**src/dbu_pkg.sv**
```systemverilog
package dbu_pkg;

    // Width of the read length counter. The header count is masked to this many bits.
    localparam int READ_LEN_BITS = 16;

    // Depth of the queue between the parser and the base emitter.
    localparam int FIFO_DEPTH = 4;
    localparam int FIFO_AW    = $clog2(FIFO_DEPTH);

    // Values of the pack_mode register.
    localparam logic MODE_2BIT = 1'b0;
    localparam logic MODE_4BIT = 1'b1;

    // Base codes.
    localparam logic [3:0] CODE_A = 4'd0;
    localparam logic [3:0] CODE_G = 4'd1;
    localparam logic [3:0] CODE_C = 4'd2;
    localparam logic [3:0] CODE_T = 4'd3;
    localparam logic [3:0] CODE_N = 4'd4;

    // ASCII characters that are sent out.
    localparam logic [6:0] CHAR_A     = 7'h41;
    localparam logic [6:0] CHAR_G     = 7'h47;
    localparam logic [6:0] CHAR_C     = 7'h43;
    localparam logic [6:0] CHAR_T     = 7'h54;
    localparam logic [6:0] CHAR_N     = 7'h4E;
    localparam logic [6:0] CHAR_EMPTY = 7'h00;

    // One unit of work for the base emitter: either an empty-read marker or
    // one data byte with the number of bases it carries, less one.
    typedef struct packed {
        logic       empty;
        logic       mode;
        logic       last;
        logic [1:0] nb;
        logic [7:0] data;
    } dbu_entry_t;

    // Any code above N decodes to N; the caller flags it as bad.
    function automatic logic [6:0] code_to_char(input logic [3:0] code);
        logic [6:0] ch;
        unique case (code)
            CODE_A:  ch = CHAR_A;
            CODE_G:  ch = CHAR_G;
            CODE_C:  ch = CHAR_C;
            CODE_T:  ch = CHAR_T;
            default: ch = CHAR_N;
        endcase
        return ch;
    endfunction

endpackage

```
**src/dbu_front.sv**
```systemverilog
module dbu_front (
    input  logic               clk,
    input  logic               rst_n,
    input  logic               accept,
    input  logic [7:0]         byte_in,
    input  logic               pack_mode,
    output logic               push,
    output dbu_pkg::dbu_entry_t push_entry
);
    import dbu_pkg::*;

    typedef enum logic [1:0] {
        PH_LEN_LO,
        PH_LEN_HI,
        PH_DATA
    } phase_t;

    phase_t                     phase_reg, phase_next;
    logic [7:0]                 length_low_reg, length_low_next;
    logic [READ_LEN_BITS-1:0]   remaining_reg, remaining_next;

    logic [15:0]                full_len;
    logic [READ_LEN_BITS-1:0]   len;
    logic [2:0]                 per_byte;
    logic                       ends_here;
    logic [2:0]                 n_bases;

    assign full_len  = {byte_in, length_low_reg};
    assign len       = full_len[READ_LEN_BITS-1:0];
    assign per_byte  = (pack_mode == MODE_4BIT) ? 3'd2 : 3'd4;
    assign ends_here = remaining_reg <= READ_LEN_BITS'(per_byte);
    assign n_bases   = ends_here ? remaining_reg[2:0] : per_byte;

    always_comb
    begin
        phase_next      = phase_reg;
        length_low_next = length_low_reg;
        remaining_next  = remaining_reg;
        push            = 1'b0;
        push_entry      = '0;
        push_entry.mode = pack_mode;
        push_entry.data = byte_in;
        if (accept)
        begin
            unique case (phase_reg)
                PH_LEN_HI:
                begin
                    remaining_next = len;
                    if (len == '0)
                    begin
                        push             = 1'b1;
                        push_entry.empty = 1'b1;
                        push_entry.last  = 1'b1;
                        phase_next       = PH_LEN_LO;
                    end
                    else
                    begin
                        phase_next = PH_DATA;
                    end
                end
                PH_DATA:
                begin
                    push            = 1'b1;
                    push_entry.nb   = 2'(n_bases - 3'd1);
                    push_entry.last = ends_here;
                    remaining_next  = remaining_reg - READ_LEN_BITS'(n_bases);
                    if (ends_here)
                    begin
                        phase_next = PH_LEN_LO;
                    end
                end
                default:
                begin
                    length_low_next = byte_in;
                    phase_next      = PH_LEN_HI;
                end
            endcase
        end
    end

    always_ff @(posedge clk or negedge rst_n)
    begin
        if (!rst_n)
        begin
            phase_reg      <= PH_LEN_LO;
            length_low_reg <= '0;
            remaining_reg  <= '0;
        end
        else
        begin
            phase_reg      <= phase_next;
            length_low_reg <= length_low_next;
            remaining_reg  <= remaining_next;
        end
    end

endmodule

```
**src/dbu_fifo.sv**
```systemverilog
module dbu_fifo (
    input  logic                clk,
    input  logic                rst_n,
    input  logic                push,
    input  dbu_pkg::dbu_entry_t push_entry,
    input  logic                pop,
    output logic                full,
    output logic                not_empty,
    output dbu_pkg::dbu_entry_t head
);
    import dbu_pkg::*;

    dbu_entry_t           mem [FIFO_DEPTH];
    logic [FIFO_AW-1:0]   wr_ptr_reg, wr_ptr_next;
    logic [FIFO_AW-1:0]   rd_ptr_reg, rd_ptr_next;
    logic [FIFO_AW:0]     count_reg, count_next;
    logic                 do_push, do_pop;

    assign full      = count_reg == (FIFO_AW+1)'(FIFO_DEPTH);
    assign not_empty = count_reg != '0;
    assign do_push   = push && !full;
    assign do_pop    = pop && not_empty;
    assign head      = mem[rd_ptr_reg];

    always_comb
    begin
        wr_ptr_next = do_push ? wr_ptr_reg + 1'b1 : wr_ptr_reg;
        rd_ptr_next = do_pop  ? rd_ptr_reg + 1'b1 : rd_ptr_reg;
        count_next  = count_reg;
        if (do_push && !do_pop)
        begin
            count_next = count_reg + 1'b1;
        end
        else if (do_pop && !do_push)
        begin
            count_next = count_reg - 1'b1;
        end
    end

    always_ff @(posedge clk)
    begin
        if (do_push)
        begin
            mem[wr_ptr_reg] <= push_entry;
        end
    end

    always_ff @(posedge clk or negedge rst_n)
    begin
        if (!rst_n)
        begin
            wr_ptr_reg <= '0;
            rd_ptr_reg <= '0;
            count_reg  <= '0;
        end
        else
        begin
            wr_ptr_reg <= wr_ptr_next;
            rd_ptr_reg <= rd_ptr_next;
            count_reg  <= count_next;
        end
    end

endmodule

```
**src/dbu_back.sv**
```systemverilog
module dbu_back (
    input  logic                clk,
    input  logic                rst_n,
    input  logic                head_valid,
    input  dbu_pkg::dbu_entry_t head,
    output logic                pop,
    output logic                out_valid,
    input  logic                out_stall,
    output logic [6:0]          base_char,
    output logic                last_in_read,
    output logic                bad_code,
    output logic                empty_read
);
    import dbu_pkg::*;

    logic [1:0] idx_reg, idx_next;
    logic       out_valid_reg, out_valid_next;
    logic [6:0] base_char_reg;
    logic       last_reg, bad_reg, empty_reg;

    logic       slot_free;
    logic       emit;
    logic       entry_done;
    logic [3:0] code;
    logic [6:0] ch;
    logic       bad;

    assign slot_free  = !out_valid_reg || !out_stall;
    assign emit       = head_valid && slot_free;
    assign entry_done = idx_reg == head.nb;
    assign pop        = emit && entry_done;

    always_comb
    begin
        if (head.mode == MODE_4BIT)
        begin
            code = 4'(head.data >> {idx_reg[0], 2'b00});
        end
        else
        begin
            code = {2'b00, 2'(head.data >> {idx_reg, 1'b0})};
        end
        bad = code > CODE_N;
        ch  = head.empty ? CHAR_EMPTY : code_to_char(code);
    end

    always_comb
    begin
        idx_next       = idx_reg;
        out_valid_next = out_valid_reg;
        if (slot_free)
        begin
            out_valid_next = head_valid;
        end
        if (emit)
        begin
            idx_next = entry_done ? 2'd0 : idx_reg + 2'd1;
        end
    end

    always_ff @(posedge clk or negedge rst_n)
    begin
        if (!rst_n)
        begin
            idx_reg       <= '0;
            out_valid_reg <= 1'b0;
        end
        else
        begin
            idx_reg       <= idx_next;
            out_valid_reg <= out_valid_next;
        end
    end

    always_ff @(posedge clk)
    begin
        if (emit)
        begin
            base_char_reg <= ch;
            last_reg      <= head.last && entry_done;
            bad_reg       <= bad && !head.empty;
            empty_reg     <= head.empty;
        end
    end

    assign out_valid    = out_valid_reg;
    assign base_char    = base_char_reg;
    assign last_in_read = last_reg;
    assign bad_code     = bad_reg;
    assign empty_read   = empty_reg;

endmodule

```
**src/dna_base_unpacker.sv**
```systemverilog
// A data byte's first base is written into the queue and then into the emitter's output
// register, from which it is presented at the output; out_stall can hold it in between.
// Throughput: one base per cycle while out_stall is low, limited by the single output
// register of the emitter, so a full 2-bit data byte drains as four bases and a 4-bit one as two.
// Header bytes are parsed at one per cycle while the four-entry queue has room.
// Reset (rst_n low, asynchronous) clears the parser to expect a length low byte,
// empties the queue and the output register, and sets pack_mode to 2-bit mode.
module dna_base_unpacker (
    input  logic       clk,
    input  logic       rst_n,
    input  logic       cfg_wr_en,
    input  logic       cfg_wr_data,
    input  logic       in_valid,
    output logic       in_stall,
    input  logic [7:0] byte_in,
    output logic       out_valid,
    input  logic       out_stall,
    output logic [6:0] base_char,
    output logic       last_in_read,
    output logic       bad_code,
    output logic       empty_read
);
    import dbu_pkg::*;

    // The block is split into a parser and an emitter with a short queue in
    // between. The parser walks the length header and the data bytes of each
    // read and, for every data byte, works out how many bases it carries and
    // whether the read ends in it. The emitter then sends those bases out one
    // per cycle unless out_stall holds it; the input side keeps taking bytes while the queue has room.

    logic       pack_mode_reg;
    logic       accept;
    logic       push;
    dbu_entry_t push_entry;
    logic       fifo_full;
    logic       fifo_not_empty;
    dbu_entry_t fifo_head;
    logic       pop;

    // The mode register is sampled per data byte, so each byte is decoded
    // with the mode that holds when it arrives.
    always_ff @(posedge clk or negedge rst_n)
    begin
        if (!rst_n)
        begin
            pack_mode_reg <= MODE_2BIT;
        end
        else if (cfg_wr_en)
        begin
            pack_mode_reg <= cfg_wr_data;
        end
    end

    // Stall whenever the queue is full. Header bytes are held as well, which
    // keeps the stall a plain decode of the queue count register.
    assign in_stall = fifo_full;
    assign accept   = in_valid && !in_stall;

    dbu_front u_front (
        .clk        (clk),
        .rst_n      (rst_n),
        .accept     (accept),
        .byte_in    (byte_in),
        .pack_mode  (pack_mode_reg),
        .push       (push),
        .push_entry (push_entry)
    );

    dbu_fifo u_fifo (
        .clk        (clk),
        .rst_n      (rst_n),
        .push       (push),
        .push_entry (push_entry),
        .pop        (pop),
        .full       (fifo_full),
        .not_empty  (fifo_not_empty),
        .head       (fifo_head)
    );

    // The emitter steps through the bases of the queue head and pops the
    // entry with its last base. A zero-length read is a single marker item.
    dbu_back u_back (
        .clk          (clk),
        .rst_n        (rst_n),
        .head_valid   (fifo_not_empty),
        .head         (fifo_head),
        .pop          (pop),
        .out_valid    (out_valid),
        .out_stall    (out_stall),
        .base_char    (base_char),
        .last_in_read (last_in_read),
        .bad_code     (bad_code),
        .empty_read   (empty_read)
    );

endmodule

```
**config.mk**
```make
export PLATFORM = sky130hd
export DESIGN_NAME = dna_base_unpacker
export DESIGN_NICKNAME = d
export VERILOG_FILES = /design/src/dbu_pkg.sv /design/src/dbu_front.sv /design/src/dbu_fifo.sv /design/src/dbu_back.sv /design/src/dna_base_unpacker.sv
export SDC_FILE = /design/constraint.sdc
export NUM_CORES = 1
export LEC_CHECK = 0
export ABC_AREA = 1
export BUFFER_PORTS_ARGS = -buffer_cell sky130_fd_sc_hd__buf_2
export CAP_MARGIN = 20
export CORE_MARGIN = 2
export CORE_UTILIZATION = 36
export DETAILED_ROUTE_END_ITERATION = 8
export GPL_TIMING_DRIVEN = 0
export PLACE_DENSITY = 0.63
export RECOVER_POWER = 25
export SETUP_SLACK_MARGIN = 0.3
export SLEW_MARGIN = 5
export SYNTH_ARGS = -nofsm -noshare
export SYNTH_HDL_FRONTEND = slang
export SYNTH_SLANG_ARGS = --single-unit
export TNS_END_PERCENT = 10
```
**constraint.sdc**
```tcl
create_clock -name clk -period 2.7 [get_ports clk]
set_input_delay 0.405 -clock clk [delete_from_list [all_inputs] [get_ports clk]]
set_output_delay 0.405 -clock clk [all_outputs]
set_load 0.02 [all_outputs]
```
==> Flow_metrics.wiki <==
{| class="wikitable"
! Metric !! Value
|-
| Sum of routed wire length over all layers || 10700 um
|-
| R2R Path Start || u_front.remaining_reg[12]$_DFFE_PN0P_
|-
| Root Buffer Master || sky130_fd_sc_hd__clkbuf_16
|-
| Met3 wire len || 393 um
|-
| Minimum setup slack in the final design || -0.121 ns
|-
| Number of nets in the final layout || 598
|-
| Critical path startpoint category || register
|-
| Number of flip-flops under the largest register name || 52
|-
| Cell Rows || 42
|-
| Clock slew seen by the registers of the worst setup and hold paths || 0.07 ns
|-
| Sum of negative setup slack || -0.231 ns
|-
| Launch point of the worst path || u_front.remaining_reg[12]$_DFFE_PN0P_
|-
| Worst vdd rail ir drop || 676 uV
|-
| Routed WL per cell || 14.3 um
|-
| Sequential area share after synthesis || 56.3%
|-
| Register-to-Register Path Depth || 15
|-
| Number of enable flip-flop cells after synthesis || 61
|-
| Number of H-tree branching levels || 3
|-
| Critical path capture point type || register
|-
| Instance count after placement with tap cells included || 718
|-
| Synth Instances || 514
|-
| Number of distinct library cells after synthesis || 41
|-
| Initial detailed-routing violation count || 311
|-
| Final hold violation count || 0
|-
| Period minus WS final || 2.82 ns
|-
| Post-DP HPWL || 7740 um
|-
| Unrepaired setup endpoints after global routing || yes
|-
| Fraction of final layout cells sized beyond drive strength 1 || 20.7%
|-
| Chip height || 121 um
|-
| Total leakage power || 2.56 nW
|-
| First-pass GRT wire length || 18200 um
|-
| Aggregate global routing overflow || 0
|-
| Detail-routed via count per cell || 4.81
|-
| Most repeated library cell on the critical path || sky130_fd_sc_hd__nand2_2
|-
| Proportion of register bits with asynchronous set or reset after synthesis || 37.8%
|-
| Average cell area after synthesis || 9.54 um^2
|-
| Critical path's slowest cell || sky130_fd_sc_hd__dfrtp_1
|-
| Post-DRT Antenna Nets || 0
|-
| Met2 wirelength from detailed routing || 5500 um
|-
| Count of max-cap constraint violations || 1
|-
| Leading register cell type out of synthesis || sky130_fd_sc_hd__edfxtp_1
|-
| Worst setup slack before clock tree synthesis || -0.327 ns
|-
| Number of buffers between clock root and the deepest sink || 2
|-
| Transition at the pin with the smallest max-transition slack || 2.14 ns
|-
| Fraction of the cycle the final worst path needs || 104%
|-
| Slew HR || -42.9%
|-
| Area delta synth->final || 18.7%
|-
| Fmax achieved || 355 MHz
|-
| Ordered list of cells on the worst path || nor2_2, nand2_2, nor4_4, nand3_2, nand2_2, o21a_1, ha_1, nand2_2, nand4_1, nor2_2, nand2_2, o21ai_2, nand2_1, nor2_1, o21ai_1
|-
| Initial cell density of the core || 36.9%
|-
| Non-filler instance count after layout || 752
|-
| Num ports || 26
|-
| End point of the critical path || u_front.remaining_reg[13]$_DFFE_PN0P_
|-
| Number of synthesized register bits || 98
|-
| Total clock buffers created by CTS || 9
|-
| Arrival time reported for the critical path endpoint || 3.04 ns
|-
| Violations in the final reports || capacitance limit, slew limit, setup timing
|-
| Routed length on met1 || 4650 um
|-
| Worst Hold Depth || 2
|-
| Area of the placeable core || 0.0133 mm^2
|-
| Final Setup Violations || 4
|-
| Max incr delay on CP || 0.40 ns
|-
| IO Port Bufs || 24
|-
| CTS tree || done
|-
| Die W || 121 um
|-
| Hold crit path type || in -> reg
|-
| Total via count after detailed routing || 3617
|-
| Number of global-route vias before repair || 3724
|-
| Antenna fix cells || 0
|-
| RePlAce Congestion || 0.862
|-
| Worst path required time || 2.92 ns
|-
| Setup slack, reg-to-reg || -0.12 ns
|-
| Layout Skew || 0.00790 ns
|-
| Total Power || 6.66 mW
|-
| First-pass detailed-route iteration total || 4
|-
| Die area || 0.0146 mm^2
|-
| Maximum number of pins on one net before global-route repair || 38
|-
| Crit Path Max Fanout || 4
|-
| Total Routing Usage GR || 16.0%
|-
| Number of remaining DRC errors || 0
|-
| Cell Area, Synth || 0.00490 mm^2
|-
| Clock sinks || 98
|-
| Pwr dens || 1140 mW/mm^2
|-
| Worst hold slack || 0.291 ns
|-
| Yosys Warn Count || 0
|-
| Clock insertion delay at the later pin of the skew report || 0.34 ns
|-
| Critical path class || reg -> reg
|-
| Highest Signal Layer || met4
|-
| Capturing point of the worst reg2reg path || u_front.remaining_reg[13]$_DFFE_PN0P_
|-
| Result of the run || finished, violations left
|-
| Number of pins with negative max-slew slack in the final report || 38
|-
| Initial antenna violation count || 0
|-
| Synthesized netlist net count || 541
|}
==> cell families (layout without fill, tap and decap cells) <==
kind of cell / Yosys count / count (layout) / synth area share [%]
AOI/OAI and AO/OA: 68 / 68 / 7.76
DFF: 98 / 98 / 56.3
xor gates and xnor gates: 12 / 12 / 2.45
other: 2 / 2 / 0.153
adders and majority gates: 13 / 13 / 3.62
muxes: 2 / 2 / 0.459
and+or+nand+nor: 229 / 229 / 21.2
buffers and inverters: 90 / 152 / 8.12
==> placed cells by master (no fill, tap or decap), types with 4 or more instances in the layout <==
cell type	Yosys	final
sky130_fd_sc_hd__nand4_1	5	5
sky130_fd_sc_hd__xor2_1	8	8
sky130_fd_sc_hd__nand3_1	51	50
sky130_fd_sc_hd__edfxtp_1	61	61
sky130_fd_sc_hd__o21ai_1	4	12
sky130_fd_sc_hd__nor2_2	4	7
sky130_fd_sc_hd__ha_1	11	9
sky130_fd_sc_hd__buf_2	5	20
sky130_fd_sc_hd__buf_6	4	7
sky130_fd_sc_hd__inv_1	71	69
sky130_fd_sc_hd__nand2_1	124	115
sky130_fd_sc_hd__o21ai_0	33	22
sky130_fd_sc_hd__clkbuf_1	1	12
sky130_fd_sc_hd__dfrtp_1	37	36
sky130_fd_sc_hd__buf_4	5	23
sky130_fd_sc_hd__nor2_4	2	4
sky130_fd_sc_hd__clkbuf_16	0	9
sky130_fd_sc_hd__a21oi_1	19	19
sky130_fd_sc_hd__nor2_1	29	24
sky130_fd_sc_hd__nand2_2	5	12
==> layer usage <==
| layer | global-route usage, % | vias to the layer above |
|---|---|---|
| met5 | 0 | - |
| met4 | 6.25 | 0 |
| li1 | - | 1806 |
| met2 | 28.3 | 66 |
| met1 | 19.3 | 1734 |
| met3 | 3.16 | 11 |
==> stage by stage <==
step,instance area [um^2],util (%)
3_3_place_gp,5250,39.5
5_1_grt,5820,43.8
2_1_floorplan,4910,-
4_1_cts,5740,43.1
6_report,5820,43.8
3_5_place_dp,5290,39.8
==> cell usage after synthesis (all sizes together), types with 2 or more instances <==
cell,number,share of area (%)
nand3,54,6.0
mux2,2,0.46
o21ai,37,3.8
a21oi,20,2.1
nand2,129,10
dfrtp,37,19
conb,2,0.15
xnor2,2,0.36
o31ai,2,0.31
a22oi,2,0.31
xor2,10,2.1
o211ai,3,0.46
ha,11,2.8
nor3,5,0.82
nand4,5,0.64
inv,73,5.7
buf,15,2.3
edfxtp,61,37
fa,2,0.82
nor2,35,3.2
==> worst max-delay path, delay by kind of cell (launching register included) <==
kind	cells	cell delay [ns]
DFF	1	0.40
AOI/OAI and AO/OA	3	0.40
and+or+nand+nor	11	1.67
adders and majority gates	1	0.26
==> timing repair <==
action | in CTS | in global routing
hold buffers | 0 | 0
gates resized for setup | 23 | 18
setup endpoints to repair | 65 | 29
pin swaps | 22 | 22
setup buffers | 14 | 4
==> area by class of cell <==
| type | count | area (um^2) |
|---|---|---|
| clock buffer | 10 | 229 |
| fill | 1249 | 7470 |
| tap | 176 | 220 |
| multi-input combinational | 326 | 1870 |
| timing repair buffer | 46 | 282 |
| buffer | 16 | 115 |
| clock inverter | 6 | 65.1 |
| sequential | 98 | 2760 |
| inverter | 74 | 284 |
==> power by group <==
group / internal [mW] / switching (mW)
registers: 2.01 / 0.277
logic: 1.16 / 1.95
clock network: 0.720 / 0.541
total: 3.89 / 2.76
==> worst min path at each step <==
| stage | startpoint | slack (ns) | endpoint |
|---|---|---|---|
| floorplan | rst_n | 0.11 | pack_mode_reg$_DFFE_PN0P_ |
| global placement | u_front.length_low_reg[3]$_DFFE_PN0P_ | 0.48 | u_front.length_low_reg[3]$_DFFE_PN0P_ |
| detailed placement | u_front.length_low_reg[3]$_DFFE_PN0P_ | 0.48 | u_front.length_low_reg[3]$_DFFE_PN0P_ |
| CTS | rst_n | 0.22 | u_front.remaining_reg[2]$_DFFE_PN0P_ |
| global route | out_stall | 0.30 | u_back.out_valid$_DFFE_PN0N_ |
| finish | cfg_wr_data | 0.29 | pack_mode_reg$_DFFE_PN0P_ |
No activity file was read; power rests on OpenSTA's default activity.
